<file path="src/kmsmf_pkg.sv">
// -----------------------------------------------------------------------------
// kmsmf_pkg
// Shared types, constants and helper functions for the k-mer sample match
// filter: request codes, queue entry layout, configuration struct and the
// word mask / reverse complement logic.
// -----------------------------------------------------------------------------
package kmsmf_pkg;

    // Field widths of the request and result items.
    localparam int REQ_W       = 2;
    localparam int BASE_W      = 2;
    localparam int CNT_W       = 13;
    localparam int LEN_W       = 4;
    localparam int PHASE_W     = 12;

    // Word and map geometry.
    localparam int MAX_WORD_LEN = 8;
    localparam int CODE_W       = 2 * MAX_WORD_LEN;
    localparam int SHIFT_W      = $clog2(CODE_W + 1);
    localparam int MAP_DEPTH    = 1 << CODE_W;

    // Saturation and clamp limits.
    localparam logic [CNT_W-1:0] CNT_MAX    = {CNT_W{1'b1}};
    localparam logic [CNT_W-1:0] STRIDE_MAX = CNT_W'(4096);

    // Queue between front and back.
    localparam int QDEPTH  = 4;
    localparam int QPTR_W  = $clog2(QDEPTH);
    localparam int QCNT_W  = $clog2(QDEPTH + 1);

    // Configuration port.
    localparam int CFG_IDX_W  = 2;
    localparam int CFG_DATA_W = 13;
    localparam logic [CFG_IDX_W-1:0] CFG_WORD_LENGTH     = 2'd0;
    localparam logic [CFG_IDX_W-1:0] CFG_MATCH_THRESHOLD = 2'd1;
    localparam logic [CFG_IDX_W-1:0] CFG_SAMPLE_STRIDE   = 2'd2;

    // Request type codes on the input channel (code 3 is ignored).
    localparam logic [REQ_W-1:0] REQ_CLEAR = 2'd0;
    localparam logic [REQ_W-1:0] REQ_REF   = 2'd1;
    localparam logic [REQ_W-1:0] REQ_QUERY = 2'd2;

    // Operations handed from the front to the back.
    typedef enum logic [1:0] {
        OP_CLEAR,
        OP_REF,
        OP_QUERY
    } t_op;

    // Back end control states.
    typedef enum logic [1:0] {
        BK_SWEEP,
        BK_IDLE,
        BK_LOOKUP
    } t_back_st;

    typedef struct packed {
        logic [LEN_W-1:0] word_length;
        logic [CNT_W-1:0] match_threshold;
        logic [CNT_W-1:0] sample_stride;
    } t_cfg;

    typedef struct packed {
        t_op               op;
        logic [CODE_W-1:0] code;
        logic [CODE_W-1:0] rc_code;
        logic              hit_en;
        logic              last;
    } t_entry;

    // Word length clamped to 1..MAX_WORD_LEN.
    function automatic logic [LEN_W-1:0] eff_len(input logic [LEN_W-1:0] v);
        logic [LEN_W-1:0] r;
        if (v == '0) begin
            r = LEN_W'(1);
        end else if (v > LEN_W'(MAX_WORD_LEN)) begin
            r = LEN_W'(MAX_WORD_LEN);
        end else begin
            r = v;
        end
        return r;
    endfunction

    // Sample stride clamped to 1..4096.
    function automatic logic [CNT_W-1:0] eff_stride(input logic [CNT_W-1:0] s);
        logic [CNT_W-1:0] r;
        if (s == '0) begin
            r = CNT_W'(1);
        end else if (s > STRIDE_MAX) begin
            r = STRIDE_MAX;
        end else begin
            r = s;
        end
        return r;
    endfunction

    // Number of unused code bits above a word of v bases.
    function automatic logic [SHIFT_W-1:0] pad_bits(input logic [LEN_W-1:0] v);
        return SHIFT_W'(CODE_W) - SHIFT_W'({v, 1'b0});
    endfunction

    // Mask that keeps the low 2v bits of a word code.
    function automatic logic [CODE_W-1:0] word_mask(input logic [LEN_W-1:0] v);
        return {CODE_W{1'b1}} >> pad_bits(v);
    endfunction

    // Reverse complement of a v-base word held in the low 2v bits. The
    // complement of a 2-bit base is its inversion; the full-width base
    // reversal is then shifted down so the word sits in the low bits again.
    function automatic logic [CODE_W-1:0] revcomp(input logic [CODE_W-1:0] w,
                                                  input logic [LEN_W-1:0] v);
        logic [CODE_W-1:0] c;
        logic [CODE_W-1:0] r;
        c = ~w;
        for (int i = 0; i < MAX_WORD_LEN; i++) begin
            r[2*i +: 2] = c[2*(MAX_WORD_LEN-1-i) +: 2];
        end
        return r >> pad_bits(v);
    endfunction

endpackage

</file>
<file path="src/kmsmf_queue.sv">
// -----------------------------------------------------------------------------
// kmsmf_queue
// Small FIFO of entries between the front and back ends.
// -----------------------------------------------------------------------------
module kmsmf_queue import kmsmf_pkg::*; (
    input  logic   i_clk,
    input  logic   i_rst_n,
    input  logic   i_push,
    input  t_entry i_entry,
    input  logic   i_pop,
    output logic   o_valid,
    output logic   o_full,
    output t_entry o_head
);

    t_entry              r_mem [QDEPTH];
    logic [QPTR_W-1:0]   r_wr, n_wr;
    logic [QPTR_W-1:0]   r_rd, n_rd;
    logic [QCNT_W-1:0]   r_cnt, n_cnt;
    logic                do_push;
    logic                do_pop;

    assign o_valid = (r_cnt != '0);
    assign o_full  = (r_cnt == QCNT_W'(QDEPTH));
    assign o_head  = r_mem[r_rd];
    assign do_push = i_push && !o_full;
    assign do_pop  = i_pop && o_valid;

    // Pointer and fill count update.
    always_comb begin
        n_wr  = do_push ? r_wr + 1'b1 : r_wr;
        n_rd  = do_pop  ? r_rd + 1'b1 : r_rd;
        n_cnt = r_cnt;
        if (do_push && !do_pop) begin
            n_cnt = r_cnt + 1'b1;
        end else if (do_pop && !do_push) begin
            n_cnt = r_cnt - 1'b1;
        end
    end

    always_ff @(posedge i_clk) begin
        if (!i_rst_n) begin
            r_wr  <= '0;
            r_rd  <= '0;
            r_cnt <= '0;
        end else begin
            r_wr  <= n_wr;
            r_rd  <= n_rd;
            r_cnt <= n_cnt;
        end
    end

    // Entry storage.
    always_ff @(posedge i_clk) begin
        if (do_push) begin
            r_mem[r_wr] <= i_entry;
        end
    end

endmodule

</file>
<file path="config.mk">
export PLATFORM = sky130hd
export DESIGN_NAME = kmsmf_queue
export DESIGN_NICKNAME = d
export VERILOG_FILES = /design/src/kmsmf_pkg.sv /design/src/kmsmf_queue.sv
export SDC_FILE = /design/constraint.sdc
export NUM_CORES = 1
export LEC_CHECK = 0
export BUFFER_PORTS_ARGS = -buffer_cell sky130_fd_sc_hd__buf_2
export CAP_MARGIN = 30
export CORE_AREA = 2 2 108 110
export CTS_BUF_LIST = sky130_fd_sc_hd__clkbuf_4
export DETAILED_ROUTE_END_ITERATION = 7
export DIE_AREA = 0 0 110 112
export PLACE_DENSITY_LB_ADDON = 0.3
export SYNTH_ARGS = -nofsm -noshare
export SYNTH_HDL_FRONTEND = slang
export SYNTH_SLANG_ARGS = --single-unit
</file>
<file path="constraint.sdc">
create_clock -name i_clk -period 6.35 [get_ports i_clk]
set_input_delay 1.27 -clock i_clk [delete_from_list [all_inputs] [get_ports i_clk]]
set_output_delay 1.27 -clock i_clk [all_outputs]
set_load 0.03 [all_outputs]
</file>
== After elaboration in Yosys (flattened, before gate mapping) ==
Memory sizes are Yosys's and may differ from the RTL's. A register that Yosys moved wholly into a read port is not among the register bits.
Cells that the tools add are included.
Storage, ports and cells
  register bits after elaboration: 7
  bits in writable memories: 144
  bits of input ports: 40
  output and inout port bits: 38
  memories: 1
Cells by class
  $add $sub $neg: 4
  eq/ne operators: 1
  multiplexer cells: 6
  reduce and logical (&&, ||, !) cells: 9
Memory list
  r_mem: depth 4, bits a word 36, rd ports 1, clocked after Yosys merged registers in 1, wr ports 1, RTL line kmsmf_queue.sv:16  | t_entry r_mem [QDEPTH];
Operators with widths (number)
  3-bit two-way mux: 2
  2-bit by 1-bit adder with 2-bit output (second input constant): 2
  1-bit logical AND: 4
  2-bit two-way mux: 2
  3-bit by 1-bit adder with 3-bit output (second input constant): 1
  3-bit equality test (second input constant): 1
  1-bit logical NOT: 3
  3-bit nonzero test: 1
  3-bit by 1-bit subtractor with 3-bit output (second input constant): 1
  1-bit two-way mux: 2
  2-bit nonzero test: 1

== Logic depth before layout (Yosys ltp) ==
  depth after elaboration: 7
  gate-level depth with buffers: 9
  gate-level depth less buffers: 8

== Worst setup path before layout ==
Ideal clock, no wire load.
  kind: input to register
  start: in i_push
  end: mem r_mem[0][0] in the netlist's numbering (enable)
  setup time: 0.397 ns
  arrival: 2.437 ns
  setup slack: 3.516 ns
  cell stages on the path: 3
  buffers on the path: 1
  cell sequence: nor2b_1 -> buf_2 -> and2_1
On the way
  longest elaborated chain between the ends: 3
RTL lines
  start: declaration: RTL line kmsmf_queue.sv:8  | input logic i_push,
  1-bit logical AND: RTL line kmsmf_queue.sv:26  | assign do_push = i_push && !o_full;
  via do_push: RTL line kmsmf_queue.sv:20  | logic do_push;
  1-bit two-way mux: RTL line kmsmf_queue.sv:55  | if (do_push) begin
  1-bit two-way mux (implied by the code): RTL line kmsmf_queue.sv:56  | r_mem[r_wr] <= i_entry;
  end: declaration: RTL line kmsmf_queue.sv:16
The timed path passes the listed nets, and every way through them passes these cells.

==> summary.md <==
| Metric | Value |
|---|---|
| Net Switching | `0.8404 mW` |
| Worst-margin pin slew | `0.9845 ns` |
| # hold bufs at CTS | `0` |
| Fmax | `between 200 and 300 MHz` |
| Cells along the critical path | `buf_4 -> mux4_2 -> buf_2` |
| Fin crit share | `58.92%` |
| Crit path to | `o_head[32]` |
| Synth Area per Inst | `about 24 sq um` |
| WP data required | `approximately 5.1 ns` |
| # IOs | `78` |
| Core area | `around 11,000 sq um` |
| Die width | `110 um` |
| FF-to-FF path depth | `8` |
| Worst Setup Path Type | `reg2out` |
| Root Driver | `clkbuf_4` |
| Critical Path Sink Type | `output port` |
| Grt total ovfl | `0` |
| Seq pwr share | `between 40% and 50%` |
| Slew Viols, Final | `0` |
| Capturing point of the worst reg2reg path | `r_cnt[2]` |
| Syn nets | `roughly 280` |
| Initial DRC Count | `131` |
| Commonest cells post-synth | `144 x edfxtp_1, 34 x mux4_2, 9 x dfxtp_1, 8 x and2_1, 5 x ha_1` |
| Cell taking the most area after synthesis | `edfxtp_1` |
| Top_reg_cell synth | `edfxtp_1` |
| Num CTS Buffers | `17` |
| Clock transition at the registers of the reported paths | `about 0.12 ns` |
| Synth Warn # | `0` |
| Clock power share | `about 23%` |
| Final TNS setup | `0 ns` |
| Total wire length | `roughly 9 mm` |
| Die height | `112 um` |
| Fraction of layout cells with a size suffix above 1 | `about 45%` |
| Final Skew | `0.01469 ns` |
| Number of global-route vias before repair | `around 2,700` |
| Largest net degree at the start of global routing | `37` |
| Hold WS | `just over 0.5 ns` |
| # setup viols final | `0` |
| Slowest CP cell | `dfxtp_2` |
| Wire length per cell | `between 15 and 20 um` |
| Initial Util | `just over 50%` |
| Comb pwr share | `~28%` |
| H-Tree Depth | `4` |
| Post-Syn Area | `approximately 5700 sq um` |
| Hold wc startpoint | `r_wr[1]` |
| RePlAce Congestion | `~0.67` |
| Pleak | `2.211 nW` |
| Unrepaired setup endpoints after global routing | `false` |
| Fin nets | `between 300 and 400` |
| Crit path launch type | `flop` |
| Max FO, Critical Path | `20` |
| Post-CTS sizing | `0` |
| Final Hold Vio Count | `0` |
| Max-Cap Viols | `0` |
| Pwr per Cell Area | `~410 nW/um^2` |
| Seq cells post-synth | `153` |
| Worst skew pair latency | `0.49 ns` |
| CTS tree | `built` |
| # Post-CTS Setup Buffers | `0` |
| Switching share of total power | `approximately a third` |
| Most numerous cell in the Yosys netlist | `edfxtp_1` |
| WP data arrival | `about 2.5 ns` |
| Bufs on Longest Clock Path | `2` |
| Distinct cells, synth | `24` |
| Full die area | `~12,000 sq um` |
| Run status | `finished clean` |
| Async SR Flop Fraction | `0%` |
| Synth area leaders | `edfxtp_1 76%, mux4_2 13%, dfxtp_1 3.2%` |
| GRT Util Overall | `between 10% and 20%` |
| Share of the synthesized area in the top cell type | `between 70% and 80%` |
| DRT antenna net count | `0` |
| DP HPWL | `5.490 mm` |
| FP Rows | `39` |
| Synth-to-layout area growth | `14.60%` |
| Avg Vias per Cell | `between 5 and 6` |
| Via Count | `~2,500` |
| First-pass GRT wire length | `13.92 mm` |
| Port Buffers | `77` |
| Cell count after synthesis | `roughly 240` |
| Clk sinks | `around 150` |
| TritonRoute pass-1 iters | `4` |
| Max transition margin | `between 30% and 40%` |
| Initial antenna violation count | `0` |
| Worst Hold Class | `reg2reg` |
| Int Pwr | `between 1.5 and 2 mW` |
| Register area share after synthesis | `around four fifths` |
| Drt drc | `0` |
| IR Drop Worst-Case VDD | `0.3222 mV` |
| Reg-to-reg slack, setup | `3.92 ns` |
| CP peak stage delay | `~0.7 ns` |
| Post-synth EDFFs | `approximately 140` |
| Reg-to-reg startpoint | `r_cnt[0]` |
| Crit path time final | `approximately 3.7 ns` |
| Inserted Diodes | `0` |
-- state kept, by name, indices dropped and copies added (netlist names), named ones only --
register	flops
r_wr	2
r_mem	144
r_cnt	3
r_rd	2
-- logic make-up (layout without fill, tap and decap cells) --
family                   Yosys count  count (layout)  synth area share (%)
AO/OA/AOI/OAI                      4               4                0.5908
AND/OR/NAND/NOR                   17              17                 1.794
buffers and inverters             13             115                 1.947
XOR/XNOR                           4               4                0.6128
adder cells (fa/ha/maj)            6               6                 1.444
multiplexers                      39              39                 14.84
flip-flops                       153             153                 78.77
-- layout by cell type (no fill, tap or decap) --
master	count
nand2_1	4
buf_4	1
dfxtp_2	2
buf_16	2
buf_2	77
a21boi_0	1
dfxtp_1	7
clkbuf_4	20
o31ai_2	1
edfxtp_1	144
nor2b_1	2
clkinvlp_4	4
ha_1	5
fa_1	1
xor2_1	1
o21ai_0	1
mux2i_1	3
bufinv_16	3
nor3b_2	1
xnor2_1	3
clkinv_2	1
and2_1	4
clkinv_1	2
mux4_1	2
o311ai_1	1
inv_6	1
or3_1	2
mux4_2	34
clkinv_4	1
and2_2	4
inv_1	3
-- worst max-delay path, delay by kind of cell (launching register included) --
kind / cells / cell delay (ns)
flops: 1 / 0.72
buf+inv: 2 / 0.68
mux: 1 / 0.58
-- worst min-delay path by stage --
stage	slack (ns)	to	cells past startpoint
after floorplan	0.47	r_wr[1]	2
after detailed placement	0.49	r_wr[1]	2
final	0.50	r_wr[1]	2
after global placement	0.48	r_wr[1]	2
after CTS	0.51	r_wr[1]	2
after global routing	0.54	r_wr[1]	2
-- stage by stage --
stage | total power [mW] | setup slack [ns] | util, % | cells | instance area (sq um)
final | 2.657 | 2.608 | 58.64 | 481 | 6553
after global routing | 2.788 | 2.355 | 58.64 | 481 | 6553
after CTS | 2.692 | 2.472 | 58.64 | 481 | 6553
after detailed placement | 2.097 | 3.041 | 55.95 | 449 | 6252
after global placement | 2.077 | 3.056 | 55.46 | 447 | 6197
after floorplan | 1.918 | 3.516 | - | 236 | 5718
-- power by group through the flow --
| stage | clock [mW] | combinational (mW) | sequential, mW |
|---|---|---|---|
| floorplan | 0 | 0.643 | 1.28 |
| global placement | 0 | 0.749 | 1.33 |
| detailed placement | 0 | 0.763 | 1.33 |
| CTS | 0.616 | 0.765 | 1.31 |
| global route | 0.659 | 0.805 | 1.32 |
| finish | 0.602 | 0.749 | 1.31 |
-- metal layers --
layer / routed length (um) / global-route usage (%) / vias up
li1: - / - / 1164
met1: 3801 / 19.80 / 1283
met2: 4613 / 25.77 / 64
met3: 523 / 6.265 / 2
met4: 37 / 3.797 / 0
met5: 0 / 0 / -
-- layout make-up --
class | count | area [sq um]
Inverter | 3 | 11.26
Sequential cell | 153 | 4507
Timing Repair Buffer | 80 | 447.9
Clock inverter | 12 | 150.1
Fill cell | 832 | 4622
Multi-Input combinational cell | 70 | 1107
Clock buffer | 20 | 150.1
Tap cell | 143 | 178.9
(Power assumes the default switching activity.)
