File: config.mk
export PLATFORM = sky130hd
export DESIGN_NAME = kmsmf_front_flat
export DESIGN_NICKNAME = d
export VERILOG_FILES = /design/src/kmsmf_pkg.sv /design/src/kmsmf_req_if.sv /design/src/kmsmf_front.sv /design/src/flat_wrapper.sv
export SDC_FILE = /design/constraint.sdc
export NUM_CORES = 1
export LEC_CHECK = 0
export BUFFER_PORTS_ARGS = -buffer_cell sky130_fd_sc_hd__buf_2
export CORE_MARGIN = 8
export CORE_UTILIZATION = 35
export CTS_CLUSTER_DIAMETER = 30
export CTS_CLUSTER_SIZE = 8
export DETAILED_ROUTE_END_ITERATION = 12
export SYNTH_ARGS = -nofsm -noshare
export SYNTH_HDL_FRONTEND = slang
export SYNTH_SLANG_ARGS = --single-unit
File: constraint.sdc
create_clock -name i_clk -period 3.5 [get_ports i_clk]
set_input_delay 0.525 -clock i_clk [delete_from_list [all_inputs] [get_ports i_clk]]
set_output_delay 0.525 -clock i_clk [all_outputs]
set_load 0.05 [all_outputs]
File: src/kmsmf_pkg.sv
// -----------------------------------------------------------------------------
// kmsmf_pkg
// Shared types, constants and helper functions for the k-mer sample match
// filter: request codes, queue entry layout, configuration struct and the
// word mask / reverse complement logic.
// -----------------------------------------------------------------------------
package kmsmf_pkg;

    // Field widths of the request and result items.
    localparam int REQ_W       = 2;
    localparam int BASE_W      = 2;
    localparam int CNT_W       = 13;
    localparam int LEN_W       = 4;
    localparam int PHASE_W     = 12;

    // Word and map geometry.
    localparam int MAX_WORD_LEN = 8;
    localparam int CODE_W       = 2 * MAX_WORD_LEN;
    localparam int SHIFT_W      = $clog2(CODE_W + 1);
    localparam int MAP_DEPTH    = 1 << CODE_W;

    // Saturation and clamp limits.
    localparam logic [CNT_W-1:0] CNT_MAX    = {CNT_W{1'b1}};
    localparam logic [CNT_W-1:0] STRIDE_MAX = CNT_W'(4096);

    // Queue between front and back.
    localparam int QDEPTH  = 4;
    localparam int QPTR_W  = $clog2(QDEPTH);
    localparam int QCNT_W  = $clog2(QDEPTH + 1);

    // Configuration port.
    localparam int CFG_IDX_W  = 2;
    localparam int CFG_DATA_W = 13;
    localparam logic [CFG_IDX_W-1:0] CFG_WORD_LENGTH     = 2'd0;
    localparam logic [CFG_IDX_W-1:0] CFG_MATCH_THRESHOLD = 2'd1;
    localparam logic [CFG_IDX_W-1:0] CFG_SAMPLE_STRIDE   = 2'd2;

    // Request type codes on the input channel (code 3 is ignored).
    localparam logic [REQ_W-1:0] REQ_CLEAR = 2'd0;
    localparam logic [REQ_W-1:0] REQ_REF   = 2'd1;
    localparam logic [REQ_W-1:0] REQ_QUERY = 2'd2;

    // Operations handed from the front to the back.
    typedef enum logic [1:0] {
        OP_CLEAR,
        OP_REF,
        OP_QUERY
    } t_op;

    // Back end control states.
    typedef enum logic [1:0] {
        BK_SWEEP,
        BK_IDLE,
        BK_LOOKUP
    } t_back_st;

    typedef struct packed {
        logic [LEN_W-1:0] word_length;
        logic [CNT_W-1:0] match_threshold;
        logic [CNT_W-1:0] sample_stride;
    } t_cfg;

    typedef struct packed {
        t_op               op;
        logic [CODE_W-1:0] code;
        logic [CODE_W-1:0] rc_code;
        logic              hit_en;
        logic              last;
    } t_entry;

    // Word length clamped to 1..MAX_WORD_LEN.
    function automatic logic [LEN_W-1:0] eff_len(input logic [LEN_W-1:0] v);
        logic [LEN_W-1:0] r;
        if (v == '0) begin
            r = LEN_W'(1);
        end else if (v > LEN_W'(MAX_WORD_LEN)) begin
            r = LEN_W'(MAX_WORD_LEN);
        end else begin
            r = v;
        end
        return r;
    endfunction

    // Sample stride clamped to 1..4096.
    function automatic logic [CNT_W-1:0] eff_stride(input logic [CNT_W-1:0] s);
        logic [CNT_W-1:0] r;
        if (s == '0) begin
            r = CNT_W'(1);
        end else if (s > STRIDE_MAX) begin
            r = STRIDE_MAX;
        end else begin
            r = s;
        end
        return r;
    endfunction

    // Number of unused code bits above a word of v bases.
    function automatic logic [SHIFT_W-1:0] pad_bits(input logic [LEN_W-1:0] v);
        return SHIFT_W'(CODE_W) - SHIFT_W'({v, 1'b0});
    endfunction

    // Mask that keeps the low 2v bits of a word code.
    function automatic logic [CODE_W-1:0] word_mask(input logic [LEN_W-1:0] v);
        return {CODE_W{1'b1}} >> pad_bits(v);
    endfunction

    // Reverse complement of a v-base word held in the low 2v bits. The
    // complement of a 2-bit base is its inversion; the full-width base
    // reversal is then shifted down so the word sits in the low bits again.
    function automatic logic [CODE_W-1:0] revcomp(input logic [CODE_W-1:0] w,
                                                  input logic [LEN_W-1:0] v);
        logic [CODE_W-1:0] c;
        logic [CODE_W-1:0] r;
        c = ~w;
        for (int i = 0; i < MAX_WORD_LEN; i++) begin
            r[2*i +: 2] = c[2*(MAX_WORD_LEN-1-i) +: 2];
        end
        return r >> pad_bits(v);
    endfunction

endpackage

File: src/kmsmf_req_if.sv
// -----------------------------------------------------------------------------
// kmsmf_req_if
// Request channel: valid/ready handshake carrying one base or clear request.
// -----------------------------------------------------------------------------
interface kmsmf_req_if import kmsmf_pkg::*; ();

    logic              valid;
    logic              ready;
    logic [REQ_W-1:0]  req_type;
    logic [BASE_W-1:0] base;
    logic              last;

    modport source (output valid, output req_type, output base, output last,
                    input ready);
    modport sink   (input valid, input req_type, input base, input last,
                    output ready);

endinterface

File: src/kmsmf_front.sv
// -----------------------------------------------------------------------------
// kmsmf_front
// Front end: accepts requests, keeps the rolling word, position and stride
// phase, and turns each request into a queue entry for the back end.
// -----------------------------------------------------------------------------
module kmsmf_front import kmsmf_pkg::*; (
    input  logic         i_clk,
    input  logic         i_rst_n,
    kmsmf_req_if.sink    i_req,
    input  t_cfg         i_cfg,
    input  logic         i_init_busy,
    input  logic         i_q_full,
    output logic         o_push,
    output t_entry       o_entry
);

    logic [CODE_W-1:0]  r_word,  n_word;
    logic [CNT_W-1:0]   r_pos,   n_pos;
    logic [PHASE_W-1:0] r_phase, n_phase;

    logic               accept;
    logic [LEN_W-1:0]   v;
    logic [CNT_W-1:0]   s;
    logic [CODE_W-1:0]  shifted;
    logic [CODE_W-1:0]  w;
    logic [CNT_W-1:0]   pos_inc;
    logic [CNT_W-1:0]   phase_inc;
    logic [PHASE_W-1:0] phase_adv;
    logic               full;
    logic               sample;

    assign i_req.ready = !i_q_full && !i_init_busy;
    assign accept      = i_req.valid && i_req.ready;

    // Window arithmetic for the incoming base.
    always_comb begin
        v         = eff_len(i_cfg.word_length);
        s         = eff_stride(i_cfg.sample_stride);
        shifted   = {r_word[CODE_W-BASE_W-1:0], i_req.base};
        w         = shifted & word_mask(v);
        pos_inc   = (r_pos == CNT_MAX) ? r_pos : r_pos + 1'b1;
        full      = pos_inc >= CNT_W'(v);
        phase_inc = {1'b0, r_phase} + 1'b1;
        phase_adv = (phase_inc >= s) ? '0 : phase_inc[PHASE_W-1:0];
        sample    = full && (r_phase == '0);
    end

    // Classify the request and update the sequence state.
    always_comb begin
        n_word          = r_word;
        n_pos           = r_pos;
        n_phase         = r_phase;
        o_push          = 1'b0;
        o_entry.op      = OP_CLEAR;
        o_entry.code    = w;
        o_entry.rc_code = revcomp(w, v);
        o_entry.hit_en  = 1'b0;
        o_entry.last    = i_req.last;
        if (accept) begin
            case (i_req.req_type)
                REQ_CLEAR: begin
                    o_push  = 1'b1;
                    n_word  = '0;
                    n_pos   = '0;
                    n_phase = '0;
                end
                REQ_REF: begin
                    o_push         = full || i_req.last;
                    o_entry.op     = OP_REF;
                    o_entry.hit_en = full;
                    if (i_req.last) begin
                        n_word  = '0;
                        n_pos   = '0;
                        n_phase = '0;
                    end else begin
                        n_word = shifted;
                        n_pos  = pos_inc;
                    end
                end
                REQ_QUERY: begin
                    o_push         = sample || i_req.last;
                    o_entry.op     = OP_QUERY;
                    o_entry.hit_en = sample;
                    if (i_req.last) begin
                        n_word  = '0;
                        n_pos   = '0;
                        n_phase = '0;
                    end else begin
                        n_word = shifted;
                        n_pos  = pos_inc;
                        if (full) begin
                            n_phase = phase_adv;
                        end
                    end
                end
                default: begin
                    // Unused request code: dropped without effect.
                    o_push = 1'b0;
                end
            endcase
        end
    end

    // Sequence state registers.
    always_ff @(posedge i_clk) begin
        if (!i_rst_n) begin
            r_word  <= '0;
            r_pos   <= '0;
            r_phase <= '0;
        end else begin
            r_word  <= n_word;
            r_pos   <= n_pos;
            r_phase <= n_phase;
        end
    end

endmodule

File: src/flat_wrapper.sv
// flat-port wrapper written by rule: the top's interface ports become plain ports
module kmsmf_front_flat import kmsmf_pkg::*;
  (i_clk, i_rst_n, i_cfg, i_init_busy, i_q_full, o_push, o_entry, i_req_valid, i_req_req_type, i_req_base, i_req_last, i_req_ready);
  kmsmf_req_if i_req_i ();
  input  logic i_clk;
  input  logic i_rst_n;
  input  t_cfg i_cfg;
  input  logic i_init_busy;
  input  logic i_q_full;
  output logic o_push;
  output t_entry o_entry;
  input wire logic [$bits(i_req_i.valid)-1:0] i_req_valid;
  input wire logic [$bits(i_req_i.req_type)-1:0] i_req_req_type;
  input wire logic [$bits(i_req_i.base)-1:0] i_req_base;
  input wire logic [$bits(i_req_i.last)-1:0] i_req_last;
  output wire logic [$bits(i_req_i.ready)-1:0] i_req_ready;
  assign i_req_i.valid = i_req_valid;
  assign i_req_i.req_type = i_req_req_type;
  assign i_req_i.base = i_req_base;
  assign i_req_i.last = i_req_last;
  assign i_req_ready = i_req_i.ready;
  kmsmf_front u_core (.i_clk(i_clk), .i_rst_n(i_rst_n), .i_req(i_req_i), .i_cfg(i_cfg), .i_init_busy(i_init_busy), .i_q_full(i_q_full), .o_push(o_push), .o_entry(o_entry));
endmodule
# [Word-level counts from Yosys, hierarchy flattened]
# Cells that the tools add are included.
[op_classes] n_shift=2 n_mux=20 n_bitwise=2 n_addsub=3 eq_ne=5 n_reduce_logical=16 magnitude_cmp=4
[ops] operator="$mux 13" n=4
[ops] operator="$mux 12" n=4
[ops] operator="$pmux 12 s3" n=1
[ops] operator="$pmux 14 s2" n=1
[ops] operator="$pmux 13 s2" n=1
[ops] operator="$and 16x16->16" n=1
[ops] operator="$not 16->16" n=1
[ops] operator="$shr 16x5->16" n=1
[ops] operator="$shr 16x5->16 const A" n=1
[ops] operator="$mux 14" n=1
[ops] operator="$add 12x1->13 const B" n=1
[ops] operator="$add 13x1->13 const B" n=1
[ops] operator="$eq 13x13->1 const B" n=1
[ops] operator="$ge 13x13->1" n=1
[ops] operator="$ge 13x4->1" n=1
[ops] operator="$gt 13x13->1 const B" n=1
[ops] operator="$logic_not 13->1" n=1
[ops] operator="$logic_not 12->1" n=1
[ops] operator="$mux 4" n=2
[ops] operator="$sub 5x5->5 const A" n=1
[ops] operator="$gt 4x4->1 const B" n=1
[ops] operator="$logic_not 4->1" n=1
[ops] operator="$pmux 2 s2" n=1
[ops] operator="$reduce_and 4->1" n=1
[ops] operator="other kinds (16)" n=21
[totals] output_inout_bits=38 in_bits=40 wordCells=55 ff_bits=39

# [Logic depth before layout (Yosys ltp)]
[logic_depth] word_depth=8 ltp_mapped=17 mapped_depth_nobuf=14

# [Least setup slack after synthesis]
# OpenSTA, ideal clock, no wires.
[synth_path] path_kind="input to output" startpoint="in i_cfg[28] (netlist name)" endpoint="out o_entry[7] (netlist name)" required_time_ns=2.975 path_buffers=1 stages=11 arrival_time_ns=4.270 path_slack_ns=-1.295 cell_sequence="nor2_1 nor2_1 nor2_1 inv_1 clkbuf_1 ha_1 xor2_1 a21boi_0 mux2i_1 mux2i_1 o21ai_0"
[synth_rtl] item="start: declaration" line_no="flat_wrapper.sv:7" rtl="input t_cfg i_cfg;"
[synth_rtl] item="end: declaration" line_no="flat_wrapper.sv:11" rtl="output t_entry o_entry;"

# [Worst setup path in the final report]
[layout_path] startpoint="reg u_core.r_pos[1]" endpoint="out o_push"
[layout_between] elab_chain_len=7 elab_cells_between_ends=9 classes_between="add/sub (1); order compare (1); eq/ne (1); mux (3); reduce/logical (3)"
[layout_lines] item="start: declaration" line_no="kmsmf_front.sv:18" rtl="logic [CNT_W-1:0] r_pos, n_pos;"
[layout_lines] item="start signal: assignment" line_no="kmsmf_front.sv:112" rtl="r_pos <= n_pos;"
[layout_lines] item="$add 13x1->13 / $eq 13x13->1 (equally long branches)" line_no="kmsmf_front.sv:41" rtl="pos_inc = (r_pos == CNT_MAX) ? r_pos : r_pos + 1'b1;"
[layout_lines] item="$mux 13 *" line_no="kmsmf_front.sv:41"
[layout_lines] item="$ge 13x4->1 *" line_no="kmsmf_front.sv:42" rtl="full = pos_inc >= CNT_W'(v);"
[layout_lines] item="$logic_and 1x1->1" line_no="kmsmf_front.sv:45" rtl="sample = full && (r_phase == '0);"
[layout_lines] item="$logic_or 1x1->1" line_no="kmsmf_front.sv:81" rtl="o_push = sample || i_req.last;"
[layout_lines] item="$pmux 1 s3 *" line_no="kmsmf_front.sv:60" rtl="case (i_req.req_type)"
[layout_lines] item="$mux 1 *" line_no="kmsmf_front.sv:59" rtl="if (accept) begin"
[layout_lines] item="end: declaration" line_no="flat_wrapper.sv:10" rtl="output logic o_push;"
# Every way passes the cells marked *; elsewhere a longest branch is shown, timed or not.

==> impl_metrics.py <==
metrics = {
    "clock_tree": {
        "cts_buffers": 5,
        "cts_max_path_buffers": 2,
        "holdBufCountCts": 0,
        "h-tree-depth": 2,
        "cts-root-buf": "clkbuf_8",
        "clock-sinks": 39,
        "cts_tree": "yes",
        "clk_latency_ns": 0.29,
        "clk_pin_slew_ns": 0.08,
    },
    "synthesis": {
        "ys_seq_area_frac": 0.226,
        "synth_edf_count": 0,
        "syn_inst": 450,
        "yosys.area.top_type": "dfxtp_1",
        "yosysMostFrequentCell": "nand2_1",
        "synthTopCellsByCount": "nand2_1 (49), dfxtp_1 (39), ha_1 (29)",
        "synth_area_leaders": "dfxtp_1 (23%), ha_1 (10%), nand2_1 (5.3%), nor2b_1 (4.9%), a22oi_1 (3.9%)",
        "yosys_most_used_dff": "dfxtp_1",
        "synth_seq_cells": 39,
        "synth.avg_cell_area_um2": 7.69,
        "syn-cell-area_um2": 3460,
        "async_flop_share": 0,
        "ys_types": 55,
        "yosysWarnings": 0,
        "synth_top_area_frac": 0.226,
        "syn_nets": 519,
    },
    "pwr": {
        "p_leak_nw": 1.93,
        "power_density_nw_per_um2": 255,
        "power.total_w": 0.00112,
        "vdd_ir_drop_max_mv": 0.137,
    },
    "critical_path": {
        "crit_chain": "ha_4 -> and4_4 -> nand2_4 -> or2_4 -> buf_6 -> nand2_1 -> nand2_2 -> ha_1 -> a211o_1 -> o211ai_1 -> nand3_2 -> nor3_4 -> o21ai_2 -> o211a_2 -> buf_8",
        "max_stage_delay_ns": 0.36,
        "worstPathRequired_ns": 2.97,
        "endpoint_kind": "output port",
        "critPathSlowestCell": "dfxtp_2",
        "cp.arrival_ns": 2.96,
        "worstSetupStartpointType": "register",
        "crit_type": "reg -> out",
        "cp_max_fo": 4,
    },
    "floorplanning": {
        "dieWidth_um": 115,
        "die_area_um2": 13300,
        "pin_count": 78,
        "row_count": 36,
        "core_um2": 9680,
        "initial_core_util": 0.357,
        "die_h_um": 115,
    },
    "flow_run": {
        "maxCapViolations": 0,
    },
    "placement": {
        "place_area_um2": 4170,
        "dp_hpwl_um": 7500,
        "io_buffers": 64,
        "gp_congestion": 0.875,
        "placed_cells": 646,
    },
    "timing": {
        "finalCriticalPeriod_ns": 3.49,
        "holdWs_ns": 0.513,
        "finalSetupViolCount": 0,
        "rsz0062_at_grt": "yes",
        "finalClockSkew_ns": 0.00506,
        "tightest_slew_ns": 0.767,
        "max_freq_mhz": 287,
        "slew_headroom": 0.489,
        "min_period_over_period": 0.996,
        "hold_violations": 0,
        "final_max_slew_viol_count": 0,
    },
    "status": {
        "status": "complete, no violations",
    },
    "detailed_routing": {
        "drcViolationCount": 0,
        "drt-initial-drc-count": 186,
        "wl_um": 9960,
        "detail-route-antenna-nets": 0,
        "vias_per_cell": 5.46,
        "routed-via-count": 3612,
        "wire_per_inst_um": 15.1,
        "drtPass1Iterations": 4,
    },
    "global_routing": {
        "grt_max_degree": 44,
        "gr-total-overflow": 0,
        "grt_pass1_vias": 3619,
        "grt.total_usage": 0.147,
        "grt_pass1_wl_um": 16500,
        "antenna_found_initial": 0,
    },
    "cells_and_area": {
        "n_antenna_cell": 0,
        "final_area_um2": 4410,
        "instances_no_fill": 661,
        "drive_gt1_frac": 0.307,
        "syn2layout_area_growth_pct": 27.3,
        "nets": 596,
    },
    "hold_path": {
        "hp-class": "reg -> reg",
    },
}
[path summary, 6_finish.rpt]
kind / start / end / slack [ns] / depth (start not counted)
setup / recovery: u_core.r_pos[1] / o_push / 0.01 / 15
setup reg to reg: u_core.r_pos[1] / u_core.r_phase[1] / 0.18 / 15
hold reg to reg: u_core.r_phase[11] / u_core.r_phase[11] / 0.51 / 2
hold / removal: u_core.r_phase[11] / u_core.r_phase[11] / 0.51 / 2
[report_power, final]
part	switching, W	internal, W	total (W)
clock	0.000168	0.000139	0.000307
combinational	0.000255	0.000116	0.000371
sequential	0.000000651	0.000444	0.000444
[stage by stage]
step	util	setup WS, ns	setup TNS [ns]
after floorplan	-	-0.0186	-0.0333
after global placement	0.431	0.0940	0
final	0.455	0.0128	0
after detailed placement	0.431	0.0338	0
after global routing	0.455	-0.125	-0.208
after CTS	0.450	-0.0521	-0.0581
[worst max-delay path, delay by kind of cell (launching register included)]
kind / cells / cell delay (ns)
flops: 1 / 0.36
fa+ha+maj: 2 / 0.41
simple gates: 7 / 1.00
buf+inv: 2 / 0.28
compound gates: 4 / 0.63
[cells by family after synthesis]
| group | count (synthesis) | share of synthesized area |
|---|---|---|
| AO/OA/AOI/OAI | 110 | 0.228 |
| buffers and inverters | 48 | 0.0611 |
| adder cells (fa/ha/maj) | 29 | 0.105 |
| AND/OR/NAND/NOR | 193 | 0.290 |
| XOR/XNOR | 17 | 0.0430 |
| flip-flops | 39 | 0.226 |
| multiplexers | 14 | 0.0477 |
[cell usage in the layout (no fill, tap or decap), types with 6 or more instances in the layout]
cell	netlist	routed
buf_2	1	61
nand2_1	49	47
buf_4	4	35
dfxtp_1	39	34
ha_1	29	27
nor2b_1	27	25
nor2_1	26	24
nand3_1	21	20
a22oi_1	18	18
and3_1	18	17
inv_1	17	15
a21oi_1	15	13
o21ai_0	18	13
nor3_1	15	11
xnor2_1	11	10
a31oi_1	11	10
mux2i_1	12	10
nand4_1	10	10
a211oi_1	6	6
a21boi_1	6	6
[routing by layer]
layer	part of all wire	wire (um)	global-route usage
met1	0.46	4570	0.187
met2	0.46	4620	0.247
met3	0.075	749	0.0281
met4	0.0026	26	0.0403
met5	0	0	0
[sequential cells by signal, indices dropped and copies added, names as in the netlist]
name,count
u_core.r_word,14
u_core.r_pos,13
u_core.r_phase,12
[area by class of cell]
cell class | count | area (um^2)
multi-input combinational | 363 | 2680
sequential | 39 | 787
fill | 979 | 5280
clock inverter | 3 | 20.0
timing repair buffer | 101 | 624
tap | 133 | 166
clock buffer | 5 | 68.8
inverter | 17 | 63.8
[what timing repair did]
action | in CTS | in global routing
resized for setup | 18 | 12
hold endpoints to repair | 0 | 0
setup endpoints to repair | 2 | 11
setup buffers | 4 | 3
pin swaps | 12 | 3
No activity file was read; power rests on OpenSTA's default activity.
